$ cat config.mk
export PLATFORM = sky130hd
export DESIGN_NAME = hcbp_pack
export DESIGN_NICKNAME = d
export VERILOG_FILES = /design/src/hw/rtl/hcbp_pkg.sv /design/src/hw/rtl/hcbp_pack.sv
export SDC_FILE = /design/constraint.sdc
export NUM_CORES = 1
export LEC_CHECK = 0
export BUFFER_PORTS_ARGS = -buffer_cell sky130_fd_sc_hd__buf_2
export CAP_MARGIN = 20
export CORE_MARGIN = 2
export CORE_UTILIZATION = 40
export CTS_CLUSTER_SIZE = 30
export DETAILED_ROUTE_END_ITERATION = 10
export SETUP_SLACK_MARGIN = 0.4
export SYNTH_ARGS = -nofsm -noshare
export SYNTH_HDL_FRONTEND = slang
export SYNTH_SLANG_ARGS = --single-unit
$ cat constraint.sdc
create_clock -name clk -period 4 [get_ports clk]
set_clock_uncertainty 0.15 [all_clocks]
set_input_delay 0.4 -clock clk [delete_from_list [all_inputs] [get_ports clk]]
set_output_delay 0.4 -clock clk [all_outputs]
set_load 0.01 [all_outputs]
$ cat src/hw/rtl/hcbp_pkg.sv
`timescale 1ns / 1ps

package hcbp_pkg;

  localparam int MAX_CODE_LEN = 32;
  localparam int STORE_BITS   = 32;
  localparam int LEN_LIMIT    = (MAX_CODE_LEN < STORE_BITS) ? MAX_CODE_LEN : STORE_BITS;

  localparam int TABLE_DEPTH  = 256;

  localparam logic [1:0] MODE_LOAD   = 2'd0;
  localparam logic [1:0] MODE_ENCODE = 2'd1;
  localparam logic [1:0] MODE_FLUSH  = 2'd2;

  // Item that has been through the table lookup and waits for the packer.
  typedef struct packed {
    logic        valid;
    logic        flush;
    logic [31:0] code;
    logic [5:0]  len;
  } pack_req_t;

  // Group of packed bytes handed to the output buffer, first byte on top.
  typedef struct packed {
    logic        load;
    logic [31:0] word;
    logic [2:0]  count;
    logic        stream_end;
    logic [3:0]  pad;
  } burst_t;

endpackage

$ cat src/hw/rtl/hcbp_pack.sv
`timescale 1ns / 1ps

module hcbp_pack
  import hcbp_pkg::*;
(
  input  logic      clk,
  input  logic      rst,
  input  pack_req_t req,
  input  logic      buf_free,
  output logic      take,
  output burst_t    burst
);

  logic [6:0]  pbits;
  logic [2:0]  pcount;
  logic [6:0]  pbits_next;
  logic [2:0]  pcount_next;

  logic [5:0]  total;
  logic [31:0] mask;
  logic [38:0] acc;
  logic [39:0] aligned;
  logic [2:0]  nbytes;
  logic [3:0]  pad;
  logic [7:0]  fbyte;
  logic        emits;

  always_comb begin
    total   = 6'({3'b0, pcount}) + req.len;
    mask    = ~(32'hFFFF_FFFF << req.len);
    acc     = (39'({pbits}) << req.len) | {7'b0, req.code & mask};
    // Left-align the accumulated bits so the earliest complete byte is on top.
    aligned = {1'b0, acc} << (6'd40 - total);
    nbytes  = total[5:3];
    pad     = 4'd8 - {1'b0, pcount};
    fbyte   = {1'b0, pbits} << pad;
    emits   = req.flush || (nbytes != 3'd0);
    take    = req.valid && (!emits || buf_free);

    burst.load       = take && emits;
    burst.word       = req.flush ? {fbyte, 24'b0} : aligned[39:8];
    burst.count      = req.flush ? 3'd1 : nbytes;
    burst.stream_end = req.flush;
    burst.pad        = req.flush ? pad : 4'd0;

    if (req.flush) begin
      pbits_next  = 7'd0;
      pcount_next = 3'd0;
    end else begin
      pbits_next  = acc[6:0] & ~(7'h7F << total[2:0]);
      pcount_next = total[2:0];
    end
  end

  always_ff @(posedge clk) begin
    if (rst) begin
      pbits  <= 7'd0;
      pcount <= 3'd0;
    end else if (take) begin
      pbits  <= pbits_next;
      pcount <= pcount_next;
    end
  end

endmodule

==> results.txt <==
Most frequent standard cell in the layout excluding fill and tap cells: sky130_fd_sc_hd__buf_4. The clock passes through at most 2 buffers. The tools report the sequential fraction of the synthesis area as 4.05%. In the layout the commonest cells are sky130_fd_sc_hd__buf_4, sky130_fd_sc_hd__buf_2, sky130_fd_sc_hd__nand2_1, sky130_fd_sc_hd__nor2_1, sky130_fd_sc_hd__a21oi_1. Across the VDD grid, the largest voltage drop is 365 uV. For this run the aggregate overflow at the end of global routing stands at 0. The power dissipated by switching net loads was 969 uW; the fraction of registers with async set or reset after synthesis was 0%. In this run, CTS created clock tree buffers numbering 3. The port buffer count was 84; the total leakage power was 0.00350 uW.

Power spread over the standard cell area amounts to 248 nW/um2. The number of enable flip-flop cells after synthesis came out at 0. The clock-pin slew on the worst setup and hold paths was 40 ps; the placed instance area was 6780 um2. On the final layout, the worst hold slack is 312 ps. The tools report the number of top-level pins as 85. Global routing consumed, over all layers together, 37.3% of the routing resources. The tools report the number of warning messages in the yosys log as 0. The critical path starts at pcount[0]. The min-delay analysis places its worst path in the category in2reg.

After the first detailed-routing iteration, the DRC count stood at 1082. The smallest setup slack after layout was -30.7 ps; the register area was 210 um2. Post-synthesis cell area: 4940 um2.

For the number of clock sinks, the log shows 10. The total die area was 13300 um2. The overall power of the completed layout is 2040 uW. The number of hold buffers added after CTS was 0.

The worst setup path is launched from a register. The number of nets handed over by synthesis was 769. The number of standard-cell rows in the floorplan was 40; the number of global-route vias before repair was 6829. After layout, the worst path uses 101% of the clock period. In the final layout, the share of cells above drive strength 1 is 52.3%. For this block, the via count after detailed routing is 7573. The layout has 984 filler cells. In the routed design, unresolved DRC markers number 0. The checks that failed: negative setup slack. The HPWL after detailed placement was 19800 um; the H-tree depth reported by CTS was 1. The initial antenna violation count was 0; the number of distinct library cells after synthesis was 78. The category of the most critical setup path was reg2out. Counting cells, the worst reg-to-reg path comes to 12.

At the pin with the least slew margin, the transition time is 638 ps. The tools report the initial standard-cell utilization of the core as 41.0%. Commonest register cell after synthesis: sky130_fd_sc_hd__dfxtp_1. The total of flip-flops plus latches after synthesis works out to 10. The setup check on the worst reg-to-reg path leaves a slack of 790 ps. The repair_antennas step left the layout with diodes totalling 0.

Critical path capture point: burst[39]. The clock period minus worst slack was 4030 ps. After detailed routing, the total wire length is 26400 um. The final count of hold timing violations is 0.

The tools report the maximum number of pins on one net before global-route repair as 38. The reg-to-reg startpoint was pcount[1]. The cell count after synthesis is 717, and the number of max-slew violations in the final report is 0.

The clock reaches the later pin of the worst-skew pair after 240 ps. The count of maximum capacitance violations is 0, and the routed wirelength normalized by instance count is 23.2 um. The width of the die came out at 115 um. The clock network burns 9.7% of the power. The critical path data arrival time was 3480 ps. The remaining antenna violation count was 0; the via-per-instance ratio was 6.65. Setup repair after global routing could not meet its margin everywhere. In this run the worst path has a maximum fanout of 6. The tools report the wire length of the first global-routing pass as 38500 um. TritonCTS built the clock tree. The peak clock frequency supported by timing was 248 MHz; the worst path required time was 3450 ps.

After routing the design area is 8250 um2. In this run the critical register-to-register path is captured at pbits[2]. The area added between synthesis and finish was 66.8%; the y dimension of the die was 115 um.

In this run, the combinational gates consume 85.0% of the power. First-pass detailed-route iteration total: 8. Count of endpoints failing setup in the final report: 1. The run finished, with violations left.

Headroom to the max-slew limit came out at 57.4%. For the area of the multi-input gates, the log shows 5150 um2. Sequential cells burn 5.3% of the power. The net count reported at finish came out at 1024. Dividing the synthesized area by the synthesized cell count gives 6.90 um2.

The run gives 12100 um2 as the placeable core region. Routability-driven placement congestion ratio: 1.03. In this run switching power makes up 47.5% of total power. The tools report the clock tree root buffer cell as sky130_fd_sc_hd__clkbuf_16. Cell internal power was estimated by the tool at 1070 uW.

STA classifies the critical path endpoint as an output port.
## metrics by stage
stage	cells	util, %	TNS (ps)	setup slack (ps)
final	1139	68.4	-30.7	-30.7
after global routing	1139	68.4	-469	-117
after CTS	1114	63.4	0	30.2
after detailed placement	1079	56.2	-241	-90.0
after global placement	1079	56.2	-99.4	-31.6
after floorplan	717	-	0	280
## worst min path at each step
stage / cells past startpoint / slack, ps / to / startpoint
finish: 2 / 310 / pbits[4] / rst
global route: 2 / 320 / pbits[6] / rst
global placement: 2 / 430 / pbits[5] / pbits[5]
floorplan: 2 / 350 / pbits[5] / pbits[5]
CTS: 2 / 310 / pbits[6] / rst
detailed placement: 2 / 440 / pbits[5] / pbits[5]
## power by group through the flow
stage | clock network, uW | logic (uW) | registers (uW)
6_report | 199 | 1740 | 108
5_1_grt | 205 | 1810 | 108
4_1_cts | 200 | 1520 | 108
3_5_place_dp | 0 | 1310 | 110
3_3_place_gp | 0 | 1300 | 109
2_1_floorplan | 0 | 768 | 107
## synthesized netlist by cell type, drive strengths merged (13+ instances only)
cell type	instances	area share, %
a211oi	19	2.9
a21oi	45	4.6
a22oi	13	2.0
buf	18	1.9
clkbuf	54	4.1
inv	16	1.2
mux2	25	5.8
mux2i	47	9.5
mux4	14	6.5
nand2	70	5.3
nand3	17	1.7
nor2	61	4.6
nor3	21	2.1
o211ai	18	2.7
o21ai	41	4.1
o22ai	17	2.2
or3	13	1.6
## flip-flops by register name, summed over array words and instances (netlist names)
| name | flops |
|---|---|
| pbits | 7 |
| pcount | 3 |
## logic make-up (layout without fill, tap and decap cells)
kind of cell | Yosys count | after routing | share of synthesized area, %
adders and majority gates | 9 | 9 | 2.43
muxes | 86 | 86 | 21.8
and+or+nand+nor | 258 | 258 | 26.3
buffers and inverters | 89 | 343 | 7.34
xor gates and xnor gates | 4 | 4 | 0.709
AOI/OAI and AO/OA | 261 | 261 | 37.3
DFF | 10 | 10 | 4.05
## layer usage
layer	wire length (um)	track usage (%)	share of wire, %	vias up
li1	-	-	-	3322
met1	10700	51.9	40	3609
met2	11900	59.1	45	546
met3	2890	7.12	11	96
met4	931	9.88	3.5	0
met5	0	0	0	-
## what timing repair did
item                                   in CTS  in global routing
endpoints found under the hold margin       0                  0
resized for setup                         136                 93
setup buffers                              31                 25
setup endpoints to repair                  33                 33
pin swaps                                  27                 31
## worst max-delay path, stage by stage (launching register included)
cell and delay (ps):
sky130_fd_sc_hd__dfxtp_4 350, sky130_fd_sc_hd__ha_4 160, sky130_fd_sc_hd__fa_2 380, sky130_fd_sc_hd__xor2_2 160, sky130_fd_sc_hd__buf_4 180, sky130_fd_sc_hd__clkinvlp_4 150, sky130_fd_sc_hd__a211oi_2 250, sky130_fd_sc_hd__buf_4 160
sky130_fd_sc_hd__xor2_1 150, sky130_fd_sc_hd__buf_4 180, sky130_fd_sc_hd__nand2b_4 70, sky130_fd_sc_hd__buf_4 140, sky130_fd_sc_hd__a2111oi_2 360, sky130_fd_sc_hd__buf_4 200, sky130_fd_sc_hd__a211oi_2 50, sky130_fd_sc_hd__o2111ai_1 130
sky130_fd_sc_hd__buf_2 160
## cell type report
class	instances	share of cell area (%)
repair buffers	322	30.4
inverters	17	0.986
multi-input cells	618	62.4
flip-flops and latches	10	2.55
well taps	168	2.55
clock buffers	4	1.08
No activity file was read; power rests on OpenSTA's default activity.
