[src/hw/rtl/hcbp_pkg.sv]
`timescale 1ns / 1ps

package hcbp_pkg;

  localparam int MAX_CODE_LEN = 32;
  localparam int STORE_BITS   = 32;
  localparam int LEN_LIMIT    = (MAX_CODE_LEN < STORE_BITS) ? MAX_CODE_LEN : STORE_BITS;

  localparam int TABLE_DEPTH  = 256;

  localparam logic [1:0] MODE_LOAD   = 2'd0;
  localparam logic [1:0] MODE_ENCODE = 2'd1;
  localparam logic [1:0] MODE_FLUSH  = 2'd2;

  // Item that has been through the table lookup and waits for the packer.
  typedef struct packed {
    logic        valid;
    logic        flush;
    logic [31:0] code;
    logic [5:0]  len;
  } pack_req_t;

  // Group of packed bytes handed to the output buffer, first byte on top.
  typedef struct packed {
    logic        load;
    logic [31:0] word;
    logic [2:0]  count;
    logic        stream_end;
    logic [3:0]  pad;
  } burst_t;

endpackage

[src/hw/rtl/hcbp_if.sv]


interface hcbp_out_if;
  logic       valid;
  logic       ready;
  logic [7:0] out_byte;
  logic       last_of_run;
  logic       stream_end;
  logic [3:0] pad_count;

  modport source (output valid, output out_byte, output last_of_run,
                  output stream_end, output pad_count, input ready);
  modport sink (input valid, input out_byte, input last_of_run,
                input stream_end, input pad_count, output ready);
endinterface

[src/hw/rtl/hcbp_outbuf.sv]
`timescale 1ns / 1ps

module hcbp_outbuf
  import hcbp_pkg::*;
(
  input  logic        clk,
  input  logic        rst,
  input  burst_t      burst,
  output logic        buf_free,
  hcbp_out_if.source  result
);

  logic [31:0] word;
  logic [2:0]  count;
  logic        stream_end;
  logic [3:0]  pad;
  logic        pop;
  logic        last;

  assign last     = (count == 3'd1);
  assign pop      = result.valid && result.ready;
  assign buf_free = (count == 3'd0) || (last && result.ready);

  assign result.valid       = (count != 3'd0);
  assign result.out_byte    = word[31:24];
  assign result.last_of_run = last;
  assign result.stream_end  = stream_end && last;
  assign result.pad_count   = last ? pad : 4'd0;

  always_ff @(posedge clk) begin
    if (rst) begin
      count <= 3'd0;
    end else if (burst.load) begin
      count <= burst.count;
    end else if (pop) begin
      count <= count - 3'd1;
    end
  end

  always_ff @(posedge clk) begin
    if (burst.load) begin
      word       <= burst.word;
      stream_end <= burst.stream_end;
      pad        <= burst.pad;
    end else if (pop) begin
      word <= {word[23:0], 8'b0};
    end
  end

endmodule

[src/flat_wrapper.sv]
// flat-port wrapper written by rule: the top's interface ports become plain ports
module hcbp_outbuf_flat import hcbp_pkg::*;
  (clk, rst, burst, buf_free, result_valid, result_out_byte, result_last_of_run, result_stream_end, result_pad_count, result_ready);
  hcbp_out_if result_i ();
  input  logic clk;
  input  logic rst;
  input  burst_t burst;
  output logic buf_free;
  output wire logic [$bits(result_i.valid)-1:0] result_valid;
  output wire logic [$bits(result_i.out_byte)-1:0] result_out_byte;
  output wire logic [$bits(result_i.last_of_run)-1:0] result_last_of_run;
  output wire logic [$bits(result_i.stream_end)-1:0] result_stream_end;
  output wire logic [$bits(result_i.pad_count)-1:0] result_pad_count;
  input wire logic [$bits(result_i.ready)-1:0] result_ready;
  assign result_valid = result_i.valid;
  assign result_out_byte = result_i.out_byte;
  assign result_last_of_run = result_i.last_of_run;
  assign result_stream_end = result_i.stream_end;
  assign result_pad_count = result_i.pad_count;
  assign result_i.ready = result_ready;
  hcbp_outbuf u_core (.clk(clk), .rst(rst), .burst(burst), .buf_free(buf_free), .result(result_i));
endmodule
[config.mk]
export PLATFORM = sky130hd
export DESIGN_NAME = hcbp_outbuf_flat
export DESIGN_NICKNAME = d
export VERILOG_FILES = /design/src/hw/rtl/hcbp_pkg.sv /design/src/hw/rtl/hcbp_if.sv /design/src/hw/rtl/hcbp_outbuf.sv /design/src/flat_wrapper.sv
export SDC_FILE = /design/constraint.sdc
export NUM_CORES = 1
export LEC_CHECK = 0
export ABC_AREA = 1
export CAP_MARGIN = 20
export CORE_MARGIN = 2
export CORE_UTILIZATION = 40
export CTS_CLUSTER_SIZE = 20
export DETAILED_ROUTE_END_ITERATION = 7
export DONT_BUFFER_PORTS = 1
export GPL_TIMING_DRIVEN = 0
export SETUP_SLACK_MARGIN = 0.3
export SYNTH_ARGS = -nofsm -noshare
export SYNTH_HDL_FRONTEND = slang
export SYNTH_SLANG_ARGS = --single-unit
[constraint.sdc]
create_clock -name clk -period 2.1 [get_ports clk]
set_clock_uncertainty 0.1 [all_clocks]
set_input_delay 0.525 -clock clk [delete_from_list [all_inputs] [get_ports clk]]
set_output_delay 0.525 -clock clk [all_outputs]
set_load 0.05 [all_outputs]
==> results of run 1 <==
==> cell families after synthesis <==
| logic type | Yosys count | synth area share (%) |
|---|---|---|
| simple gates | 104 | 21.8 |
| flops | 40 | 64.4 |
| buf+inv | 34 | 9.64 |
| compound gates | 6 | 2.06 |
| fa+ha+maj | 3 | 2.06 |
==> power by group <==
part	internal (mW)	switching, mW	total (mW)
clock network	0.346	0.254	0.600
registers	0.977	0.0229	0.999
logic	0.104	0.267	0.371
==> synth_stat cells, drive strengths merged <==
cell	number
a21oi	2
buf	14
dfxtp	3
edfxtp	37
ha	3
inv	20
nand2	94
nand3	1
nor2	9
o21ai	4
==> worst register-to-register path: stages (launching register included) <==
cell and delay, ns:
sky130_fd_sc_hd__dfxtp_2 0.33, sky130_fd_sc_hd__inv_2 0.05, sky130_fd_sc_hd__buf_4 0.13, sky130_fd_sc_hd__ha_2 0.18
sky130_fd_sc_hd__nand2_4 0.19, sky130_fd_sc_hd__nand2_2 0.17, sky130_fd_sc_hd__nand2_4 0.24
==> flip-flops by register name, summed over array words and instances, names as in the netlist <==
signal,count
u_core.word,32
u_core.pad,4
u_core.count,3
u_core.stream_end,1
==> placed cells by master (no fill, tap or decap), types with 2 or more instances in the layout <==
cell type                  instances
sky130_fd_sc_hd__clkbuf_8          5
sky130_fd_sc_hd__edfxtp_1         37
sky130_fd_sc_hd__nor2_4            5
sky130_fd_sc_hd__inv_2            11
sky130_fd_sc_hd__nor2_1            4
sky130_fd_sc_hd__nand2_2           2
sky130_fd_sc_hd__clkinv_1          2
sky130_fd_sc_hd__o21ai_1           4
sky130_fd_sc_hd__buf_2             2
sky130_fd_sc_hd__buf_4            14
sky130_fd_sc_hd__inv_1             8
sky130_fd_sc_hd__nand2_1          88
sky130_fd_sc_hd__a21oi_2           2
sky130_fd_sc_hd__nand2_4           4
==> repair_timing <==
| action | 4_1_cts | 5_1_grt |
|---|---|---|
| endpoints found under the setup margin | 43 | 43 |
| gates cloned | 0 | 1 |
| pin swaps | 4 | 4 |
| setup buffers | 3 | 0 |
| gates resized for setup | 24 | 1 |
==> path summary, 6_finish.rpt <==
kind              startpoint              end  depth (start not counted)
max          u_core.count[1]         buf_free                          6
min                      rst  u_core.count[2]                          1
max reg2reg  u_core.count[1]  u_core.word[10]                          6
min reg2reg  u_core.count[2]  u_core.count[2]                          2
==> per-layer routing <==
| layer | track usage, % | vias up | part of all wire [%] | wire, um |
|---|---|---|---|---|
| li1 | - | 599 | - | - |
| met1 | 11.7 | 471 | 39 | 1130 |
| met2 | 19.5 | 38 | 48 | 1390 |
| met3 | 6.33 | 5 | 10 | 290 |
| met4 | 8.18 | 0 | 2.4 | 70 |
| met5 | 0 | - | 0 | 0 |
==> metrics by stage <==
stage                     power [mW]  instance area (um2)
after global placement          1.33                 1890
after detailed placement        1.33                 1890
after global routing            2.06                 2140
after floorplan                 1.30                 1830
after CTS                       1.98                 2120
final                           1.97                 2140
==> cell type report <==
type                            count  area, um2  share of cell area (%)
Sequential cell                    40       1180                    55.1
Tap cell                           52       65.1                    3.05
Multi-Input combinational cell    114        574                    26.9
Buffer                             14        100                    4.69
Clock buffer                        5       68.8                    3.22
Timing Repair Buffer                3       35.0                    1.64
Clock inverter                      3       37.5                    1.76
Inverter                           20       78.8                    3.69
==> impl_metrics.sql, run 1 <==
INSERT INTO impl_metrics (metric_group, metric, value, unit) VALUES
('floorplanning', 'floorplan.io_pins', '60', ''),
('floorplanning', 'initial_core_util', '41.8', '%'),
('sta', 'worst_slew_pin_slew', '0.327', 'ns'),
('clock_network', 'cts_hold_buf', '0', ''),
('place', 'hpwl_dp', '1.90', 'mm'),
('clock_network', 'cts_max_path_buffers', '2', ''),
('global_route', 'first_pass_grt_wire_length', '4.40', 'mm'),
('worst_setup_path', 'rrSetupSlack', '0.40', 'ns'),
('finish', 'nFillCells', '406', ''),
('synth', 'synth.largest_area_cell', 'sky130_fd_sc_hd__edfxtp_1', ''),
('place', 'detailedPlace.worstSlack', '0.0604', 'ns'),
('worst_setup_path', 'buffers_inverters_on_critical_path', '2', ''),
('synth', 'synth.lib_cells_used.distinct', '13', ''),
('synth', 'ys_ff_latch', '40', ''),
('detailed_routing', 'route.detailed.vias_per_inst', '4.43', ''),
('clock_network', 'clock_sinks', '40', ''),
('clock_network', 'root_buffer', 'sky130_fd_sc_hd__clkbuf_8', ''),
('detailed_routing', 'detail_route.first_pass.iterations', '4', ''),
('clock_network', 'later_pin_clock_latency_in_the_skew_report', '0.29', 'ns'),
('sta', 'min_period', '2.06', 'ns'),
('sta', 'worst_rel_slew_slack', '78.2', '%'),
('worst_setup_path', 'critical_path_arrival', '1.44', 'ns'),
('floorplanning', 'fp-row-count', '24', ''),
('sta', 'finalSetupViolCount', '0', ''),
('run', 'max_cap_violations', '0', ''),
('worst_setup_path', 'worst-endpoint-required', '1.47', 'ns'),
('place', 'port_buffers', '0', ''),
('finish', 'antennaDiodeCount', '0', ''),
('synth', 'yosys_warnings', '0', ''),
('worst_setup_path', 'timing.critical_path.fanout_max', '2', ''),
('worst_setup_path', 'critical_path_cell_list', 'inv_2 > ha_4 > nand2_4 > clkinvlp_4 > nand2_2 > nand2_4', ''),
('pwr', 'static-leakage-power', '0.968', 'nW'),
('finish', 'layout.cells.non_filler', '251', ''),
('detailed_routing', 'ant_nets', '0', ''),
('worst_setup_path', 'criticalPathCategory', 'flop to output pin', ''),
('synth', 'synth.avg_cell_area', '9.72', 'um2'),
('sta', 'count_of_endpoints_failing_hold_in_the_final_timing_report', '0', ''),
('global_route', 'global_route.overflow_total', '0', ''),
('sta', 'report.final.slew_viol_count', '0', ''),
('worst_setup_path', 'slowest_stage', 'sky130_fd_sc_hd__dfxtp_2', ''),
('detailed_routing', 'via_count', '1113', ''),
('worst_setup_path', 'critical_path.max_stage_delay', '0.33', 'ns'),
('clock_network', 'htreeDepth', '2', ''),
('worst_setup_path', 'timing.critical_path.mode_cell', 'sky130_fd_sc_hd__nand2_4', ''),
('synth', 'synth_largest_type_area_fraction', '61.1', '%'),
('floorplanning', 'design.die.area', '5100', 'um2'),
('synth', 'synth_area_leaders', 'sky130_fd_sc_hd__edfxtp_1 61%, sky130_fd_sc_hd__nand2_1 19%, sky130_fd_sc_hd__buf_4 5.0%', ''),
('detailed_routing', 'postRouteWirelength', '2.88', 'mm'),
('synth', 'seq_area_frac_synth', '64.4', '%'),
('run_status', 'outcome', 'completed', ''),
('finish', 'postLayoutCoreUtil', '49.1', '%'),
('floorplanning', 'floorplan.die.height', '71.4', 'um'),
('finish', 'syn_to_final_growth', '17.5', '%'),
('floorplanning', 'fp.coreArea', '4350', 'um2'),
('synth', 'netlist_instances', '187', ''),
('floorplanning', 'die-width', '71.4', 'um'),
('global_route', 'groute.usage.overall', '12.0', '%'),
('finish', 'fin_nets', '245', ''),
('sta', 'holdWs', '0.183', 'ns'),
('global_route', 'grt_start_max_net_pins', '36', ''),
('detailed_routing', 'route.detailed.wl_per_inst', '11.5', 'um'),
('global_route', 'grt_antenna_before_repair', '0', ''),
('worst_setup_path', 'critPathTopFamily', 'simple AND/OR/NAND/NOR gates', ''),
('place', 'dpl.cell_count', '239', ''),
('sta', 'tns', '0', 'ns'),
('sta', 'clock.fmax', '0.484', 'GHz'),
('clock_network', 'clk_pin_slew', '0.07', 'ns'),
('finish', 'layout-drive-gt1-share', '26.6', '%'),
('sta', 'worst_slack', '0.0358', 'ns'),
('synth', 'synthesis.area', '1820', 'um2'),
('detailed_routing', 'remaining_drc_errors', '0', '');
Power figures use the tool's default switching activity.
==> run 2: changes to the inputs <==
--- a/config.mk
+++ b/config.mk
@@ -5,7 +5,6 @@
 export SDC_FILE = /design/constraint.sdc
 export NUM_CORES = 1
 export LEC_CHECK = 0
-export ABC_AREA = 1
 export CAP_MARGIN = 20
 export CORE_MARGIN = 2
 export CORE_UTILIZATION = 40
==> impl_metrics.sql, run 2 <==
INSERT INTO impl_metrics (metric_group, metric, value, unit) VALUES
('run_status', 'outcome', 'complete, but fails checks', ''),
('run_status', 'violated_checks', 'setup timing', ''),
('global_route', 'grt_antenna_before_repair', '0', ''),
('worst_setup_path', 'worst-r2r-cell-count', '7', ''),
('finish', 'biggestRegsByFlops', 'u_core.word x32, u_core.pad x4, u_core.count x3', ''),
('clock_network', 'clock_sinks', '40', ''),
('pwr', 'cellPowerDensity', '928', 'nW/um2'),
('synth', 'yosys_warnings', '0', ''),
('detailed_routing', 'postRouteWirelength', '3.23', 'mm'),
('floorplanning', 'fp.coreArea', '4320', 'um2'),
('pwr', 'static-leakage-power', '0.763', 'nW'),
('global_route', 'first_pass_grt_wire_length', '5.03', 'mm'),
('synth', 'synth-async-reset-ratio', '0', '%'),
('finish', 'antennaDiodeCount', '0', ''),
('detailed_routing', 'via_count', '912', ''),
('sta', 'min_period', '2.19', 'ns'),
('worst_setup_path', 'worst-endpoint-required', '1.47', 'ns'),
('clock_network', 'later_pin_clock_latency_in_the_skew_report', '0.29', 'ns'),
('finish', 'flip_flop_count_of_the_largest_register_after_layout', '32', ''),
('clock_network', 'cts_tree', 'yes', ''),
('pwr', 'p_clk_share', '31.2', '%'),
('place', 'port_buffers', '0', ''),
('synth', 'netlist_instances', '113', ''),
('synth', 'synth.avg_cell_area', '15.9', 'um2'),
('detailed_routing', 'route.detailed.wl_per_inst', '18.2', 'um'),
('clock_network', 'htreeDepth', '2', ''),
('worst_setup_path', 'launching_element_type_of_the_critical_path', 'flop', ''),
('synth', 'synth.largest_area_cell', 'sky130_fd_sc_hd__edfxtp_1', ''),
('sta', 'clock.fmax', '0.457', 'GHz'),
('finish', 'register_name_with_the_most_flops', 'u_core.word', ''),
('detailed_routing', 'first_iter_violations', '41', ''),
('sta', 'count_of_endpoints_failing_hold_in_the_final_timing_report', '0', ''),
('detailed_routing', 'remaining_drc_errors', '0', ''),
('sta', 'finalSetupViolCount', '6', ''),
('synth', 'synth.lib_cells_used.distinct', '23', ''),
('floorplanning', 'die-width', '71.0', 'um'),
('place', 'hpwl_dp', '2.15', 'mm'),
('worst_setup_path', 'worst_setup_path_end_kind', 'output pin', ''),
('min_path', 'hold_crit_endpoint', 'u_core.count[0]', ''),
('floorplanning', 'floorplan.io_pins', '60', ''),
('global_route', 'via_count_of_the_first_global_routing_pass', '1006', ''),
('place', 'routabilityCongestion', '0.640', ''),
('floorplanning', 'fp-row-count', '24', ''),
('synth', 'post_synth_most_frequent_cells', '37 x sky130_fd_sc_hd__edfxtp_1, 24 x sky130_fd_sc_hd__mux2_2, 13 x sky130_fd_sc_hd__and2_1', ''),
('synth', 'yosys.cell_count.top_type', 'sky130_fd_sc_hd__edfxtp_1', ''),
('synth', 'synth_area_leaders', 'sky130_fd_sc_hd__edfxtp_1 62%, sky130_fd_sc_hd__mux2_2 15%, sky130_fd_sc_hd__and2_1 4.5%', ''),
('min_path', 'hold_start', 'rst', ''),
('worst_setup_path', 'criticalPathCategory', 'flop to output pin', ''),
('global_route', 'global_route.overflow_total', '0', ''),
('sta', 'report.final.slew_viol_count', '0', ''),
('synth', 'syn-num-nets', '160', ''),
('worst_setup_path', 'setup.worst_path.start', 'u_core.count[1]', ''),
('global_route', 'groute.usage.overall', '13.2', '%'),
('worst_setup_path', 'rrSetupSlack', '0.41', 'ns'),
('synth', 'seq_area_frac_synth', '65.3', '%'),
('worst_setup_path', 'r2r-start', 'u_core.count[1]', ''),
('min_path', 'hold_path_class', 'input port to flop', ''),
('synth', 'synth_edf_count', '37', ''),
('finish', 'fin_nets', '171', ''),
('sta', 'final_min_period_over_clock_period', '104', '%'),
('finish', 'mostFrequentLayoutCell', 'sky130_fd_sc_hd__edfxtp_1', ''),
('worst_setup_path', 'timing.critical_path.fanout_max', '7', ''),
('detailed_routing', 'ant_nets', '0', ''),
('clock_network', 'root_buffer', 'sky130_fd_sc_hd__clkbuf_8', ''),
('sta', 'worst_slack', '-0.0889', 'ns'),
('synth', 'ys_ff_latch', '40', ''),
('synth', 'synthesis.area', '1790', 'um2'),
('pwr', 'combPwrFrac', '17.3', '%'),
('place', 'dpl.cell_count', '165', ''),
('min_path', 'number_of_cells_traversed_by_the_worst_hold_path', '1', ''),
('finish', 'layout.cells.most_common_list', '37 x sky130_fd_sc_hd__edfxtp_1, 24 x sky130_fd_sc_hd__mux2_2, 10 x sky130_fd_sc_hd__buf_4', ''),
('worst_setup_path', 'critical_path_arrival', '1.56', 'ns'),
('sta', 'worst_rel_slew_slack', '68.5', '%'),
('pwr', 'p_seq_share', '51.5', '%'),
('floorplanning', 'initial_core_util', '41.5', '%'),
('floorplanning', 'floorplan.die.height', '71.0', 'um'),
('detailed_routing', 'detail_route.first_pass.iterations', '4', ''),
('finish', 'layout-drive-gt1-share', '51.2', '%'),
('sta', 'worst_slew_pin_slew', '0.472', 'ns'),
('sta', 'grt_setup_unrepaired', 'true', ''),
('clock_network', 'cts_max_path_buffers', '2', ''),
('synth', 'synth_largest_type_area_fraction', '61.9', '%'),
('pwr', 'p_int', '1.45', 'mW'),
('place', 'detailedPlace.worstSlack', '0.115', 'ns'),
('clock_network', 'clk_pin_slew', '0.08', 'ns'),
('synth', 'dominant_register_cell_in_the_synthesized_netlist', 'sky130_fd_sc_hd__edfxtp_1', ''),
('worst_setup_path', 'reg2reg_to', 'u_core.word[30]', ''),
('pwr', 'p_switching', '487', 'uW'),
('run', 'max_cap_violations', '0', ''),
('finish', 'syn_to_final_growth', '16.0', '%'),
('pwr', 'ir_drop', '350', 'uV'),
('finish', 'layout.cells.non_filler', '177', ''),
('clock_network', 'numCtsBuffers', '5', ''),
('global_route', 'grt_start_max_net_pins', '33', ''),
('pwr', 'swShare', '25.2', '%'),
('detailed_routing', 'route.detailed.vias_per_inst', '5.15', ''),
('floorplanning', 'design.die.area', '5040', 'um2');
-- run 2: cells by family after synthesis --
kind of cell / synth area share (%)
AND/OR/NAND/NOR: 7.67
multiplexers: 15.1
flip-flops: 65.3
buffers and inverters: 5.72
AO/OA/AOI/OAI: 4.18
adder cells (fa/ha/maj): 2.09
-- run 2: stage by stage --
stage | power, mW | instance area [um2] | hold WS, ns | setup TNS, ns | util, %
2_1_floorplan | 1.28 | 1820 | 0.378 | 0 | -
3_3_place_gp | 1.30 | 1890 | 0.391 | 0 | 43.6
3_5_place_dp | 1.32 | 1890 | 0.402 | 0 | 43.6
4_1_cts | 1.94 | 2050 | 0.186 | -0.620 | 47.3
5_1_grt | 2.01 | 2080 | 0.184 | -0.866 | 48.1
6_report | 1.93 | 2080 | 0.197 | -0.498 | 48.1
-- run 2: final cells by class --
cell class | instances | area, um2
repair buffers | 3 | 26.3
fillers | 381 | 2240
flip-flops and latches | 40 | 1180
clock inverters | 3 | 37.5
well taps | 52 | 65.1
multi-input cells | 58 | 597
inverters | 3 | 11.3
plain buffers | 13 | 100
clock buffers | 5 | 68.8
-- run 2: routing by layer --
layer	global-route usage, %	vias to the layer above	share of wire (%)
met4	6.50	0	1.7
met2	21.3	38	51
met3	5.41	6	6.5
met5	0	-	0
met1	15.2	440	41
li1	-	428	-
-- run 2: worst max-delay path: stages, from the launching register on --
cell and delay, ns:
sky130_fd_sc_hd__dfxtp_2 0.33, sky130_fd_sc_hd__inv_2 0.07, sky130_fd_sc_hd__ha_4 0.12, sky130_fd_sc_hd__nor2b_4 0.42, sky130_fd_sc_hd__and2_4 0.33
-- run 2: worst max path at each step --
stage / cells past startpoint / to
finish: 4 / result_pad_count[3]
CTS: 4 / result_stream_end
detailed placement: 4 / result_stream_end
global route: 4 / result_pad_count[3]
floorplan: 4 / result_pad_count[0]
global placement: 4 / result_pad_count[3]
-- run 2: power by group through the flow --
stage	logic [mW]	registers [mW]	clock network, mW
floorplan	0.275	1.00	0
finish	0.335	0.995	0.603
detailed placement	0.302	1.01	0
global route	0.355	1.01	0.651
CTS	0.324	0.998	0.623
global placement	0.296	1.01	0
-- run 2: repair_timing --
item | in CTS | in global routing
setup endpoints to repair | 40 | 40
hold buffers | 0 | 0
gates resized for setup | 15 | 3
cloned | 0 | 1
buffers inserted | 1 | 2
pin swaps | 7 | 7
==> run 3: changes to the inputs <==
--- a/config.mk
+++ b/config.mk
@@ -6,7 +6,7 @@
 export NUM_CORES = 1
 export LEC_CHECK = 0
 export CAP_MARGIN = 20
-export CORE_MARGIN = 2
+export CORE_MARGIN = 3
 export CORE_UTILIZATION = 40
 export CTS_CLUSTER_SIZE = 20
 export DETAILED_ROUTE_END_ITERATION = 7
==> impl_metrics.sql, run 3 (synthesis results as in run 2) <==
INSERT INTO impl_metrics (metric_group, metric, value, unit) VALUES
('finish', 'nFillCells', '356', ''),
('run_status', 'violated_checks', 'setup timing', ''),
('clock_network', 'root_buffer', 'sky130_fd_sc_hd__clkbuf_8', ''),
('sta', 'clock.fmax', '0.463', 'GHz'),
('finish', 'biggestRegsByFlops', 'u_core.word x32, u_core.pad x4, u_core.count x3', ''),
('floorplanning', 'design.die.area', '5330', 'um2'),
('floorplanning', 'fp.coreArea', '4170', 'um2'),
('clock_network', 'numCtsBuffers', '5', ''),
('worst_setup_path', 'buffers_inverters_on_critical_path', '1', ''),
('sta', 'final_min_period_over_clock_period', '103', '%'),
('sta', 'worst_rel_slew_slack', '69.9', '%'),
('worst_setup_path', 'worst_setup_path_end_kind', 'output pin', ''),
('pwr', 'p_seq_share', '55.7', '%'),
('clock_network', 'htreeDepth', '2', ''),
('clock_network', 'cts_hold_buf', '0', ''),
('clock_network', 'later_pin_clock_latency_in_the_skew_report', '0.29', 'ns'),
('global_route', 'groute.usage.overall', '11.5', '%'),
('pwr', 'cellPowerDensity', '873', 'nW/um2'),
('floorplanning', 'die-width', '73.0', 'um'),
('floorplanning', 'floorplan.io_pins', '60', ''),
('detailed_routing', 'via_count', '914', ''),
('sta', 'count_of_endpoints_failing_hold_in_the_final_timing_report', '0', ''),
('place', 'port_buffers', '0', ''),
('finish', 'syn_to_final_growth', '13.9', '%'),
('place', 'routabilityCongestion', '0.667', ''),
('global_route', 'global_route.overflow_total', '0', ''),
('clock_network', 'cts_max_path_buffers', '2', ''),
('detailed_routing', 'route.detailed.vias_per_inst', '5.28', ''),
('pwr', 'swShare', '26.2', '%'),
('finish', 'layout.cells.most_common_list', '37 x sky130_fd_sc_hd__edfxtp_1, 24 x sky130_fd_sc_hd__mux2_2, 9 x sky130_fd_sc_hd__buf_4', ''),
('pwr', 'ir_drop', '379', 'uV'),
('finish', 'register_name_with_the_most_flops', 'u_core.word', ''),
('sta', 'grt_setup_unrepaired', 'true', ''),
('detailed_routing', 'ant_nets', '0', ''),
('worst_setup_path', 'critical_path_cell_list', 'inv_2 > ha_4 > nor2b_4 > and2_4', ''),
('pwr', 'p_int', '1.32', 'mW'),
('detailed_routing', 'remaining_drc_errors', '0', ''),
('sta', 'worst_slew_pin_slew', '0.451', 'ns'),
('worst_setup_path', 'critical_path_arrival', '1.53', 'ns'),
('detailed_routing', 'detail_route.first_pass.iterations', '3', ''),
('finish', 'mostFrequentLayoutCell', 'sky130_fd_sc_hd__edfxtp_1', ''),
('pwr', 'p_clk_share', '25.8', '%'),
('run_status', 'outcome', 'complete, but fails checks', ''),
('worst_setup_path', 'critPathTopFamily', 'simple AND/OR/NAND/NOR gates', ''),
('worst_setup_path', 'critical_path.max_stage_delay', '0.41', 'ns'),
('finish', 'antennaDiodeCount', '0', ''),
('sta', 'finalSetupViolCount', '6', ''),
('floorplanning', 'initial_core_util', '43.0', '%'),
('run', 'max_cap_violations', '0', ''),
('place', 'dpl.cell_count', '163', ''),
('global_route', 'first_pass_grt_wire_length', '4.39', 'mm'),
('worst_setup_path', 'criticalPathCategory', 'flop to output pin', ''),
('finish', 'layout-drive-gt1-share', '51.2', '%'),
('sta', 'worst_slack', '-0.0582', 'ns'),
('pwr', 'p_switching', '468', 'uW'),
('global_route', 'grt_antenna_before_repair', '0', ''),
('sta', 'min_period', '2.16', 'ns'),
('floorplanning', 'fp-row-count', '23', ''),
('sta', 'report.final.slew_viol_count', '0', ''),
('finish', 'fin_nets', '170', ''),
('min_path', 'hold_path_class', 'input port to flop', ''),
('worst_setup_path', 'timing.critical_path.fanout_max', '7', ''),
('clock_network', 'clk_pin_slew', '0.07', 'ns'),
('clock_network', 'cts_tree', 'yes', ''),
('detailed_routing', 'postRouteWirelength', '2.94', 'mm'),
('finish', 'final_design_area_no_fill', '2040', 'um2'),
('pwr', 'combPwrFrac', '18.6', '%'),
('worst_setup_path', 'slowest_stage', 'sky130_fd_sc_hd__nor2b_4', ''),
('global_route', 'grt_start_max_net_pins', '33', ''),
('worst_setup_path', 'launching_element_type_of_the_critical_path', 'flop', ''),
('finish', 'flip_flop_count_of_the_largest_register_after_layout', '32', ''),
('floorplanning', 'floorplan.die.height', '73.0', 'um'),
('place', 'placed_area', '1880', 'um2'),
('clock_network', 'clock_sinks', '40', ''),
('pwr', 'static-leakage-power', '0.745', 'nW'),
('global_route', 'via_count_of_the_first_global_routing_pass', '933', ''),
('place', 'hpwl_dp', '2.08', 'mm'),
('detailed_routing', 'first_iter_violations', '27', ''),
('detailed_routing', 'route.detailed.wl_per_inst', '17.0', 'um'),
('finish', 'layout.cells.non_filler', '173', ''),
('worst_setup_path', 'worst-endpoint-required', '1.47', 'ns');
-- run 3: power groups by stage --
stage                     registers (mW)  clock network, mW  logic, mW
after floorplan                     1.00                  0      0.275
after global placement              1.01                  0      0.297
after detailed placement            1.01                  0      0.302
after CTS                          0.996              0.476      0.327
after global routing                1.00              0.517      0.353
final                              0.994              0.460      0.331
-- run 3: final timing paths --
kind	end	start	cells after the start	slack [ns]
max	result_pad_count[0]	u_core.count[1]	4	-0.06
min	u_core.count[0]	rst	1	0.19
max reg2reg	u_core.word[11]	u_core.count[1]	6	0.51
min reg2reg	u_core.count[1]	u_core.count[1]	2	0.42
-- run 3: layout make-up --
class                   count  area [um2]  area share (%)
clock buffers               5        68.8            3.37
well taps                  50        62.6            3.06
clock inverters             2        7.51           0.367
plain buffers              13         100            4.90
flip-flops and latches     40        1180            57.5
multi-input cells          58         597            29.2
repair buffers              2        18.8           0.918
inverters                   3        13.8           0.673
-- run 3: routing by layer --
layer | global-route usage [%] | routed length (um)
met1 | 12.7 | 1120
met2 | 17.5 | 1430
met3 | 5.10 | 296
met4 | 8.61 | 95
met5 | 0 | 0
-- run 3: what timing repair did --
item / CTS / global route
pin swaps: 8 / 8
gates resized for setup: 17 / 3
setup buffers: 2 / 0
endpoints found under the setup margin: 40 / 40
cloned: 0 / 1
-- run 3: worst reg2reg max path: cells and delay by family (launching register included) --
| family | cells | cell delay [ns] |
|---|---|---|
| AOI/OAI and AO/OA | 1 | 0.26 |
| adders and majority gates | 1 | 0.16 |
| buffers and inverters | 3 | 0.34 |
| DFF | 1 | 0.34 |
| and+or+nand+nor | 1 | 0.07 |
-- run 3: metrics by stage --
| step | setup slack, ns | util (%) | hold WS (ns) | total power [mW] | TNS, ns |
|---|---|---|---|---|---|
| floorplan | 0.238 | - | 0.378 | 1.28 | 0 |
| global placement | 0.175 | 45.2 | 0.394 | 1.31 | 0 |
| detailed placement | 0.155 | 45.2 | 0.397 | 1.31 | 0 |
| CTS | -0.0745 | 48.5 | 0.191 | 1.80 | -0.407 |
| global route | -0.123 | 49.0 | 0.190 | 1.87 | -0.701 |
| finish | -0.0582 | 49.0 | 0.195 | 1.79 | -0.298 |
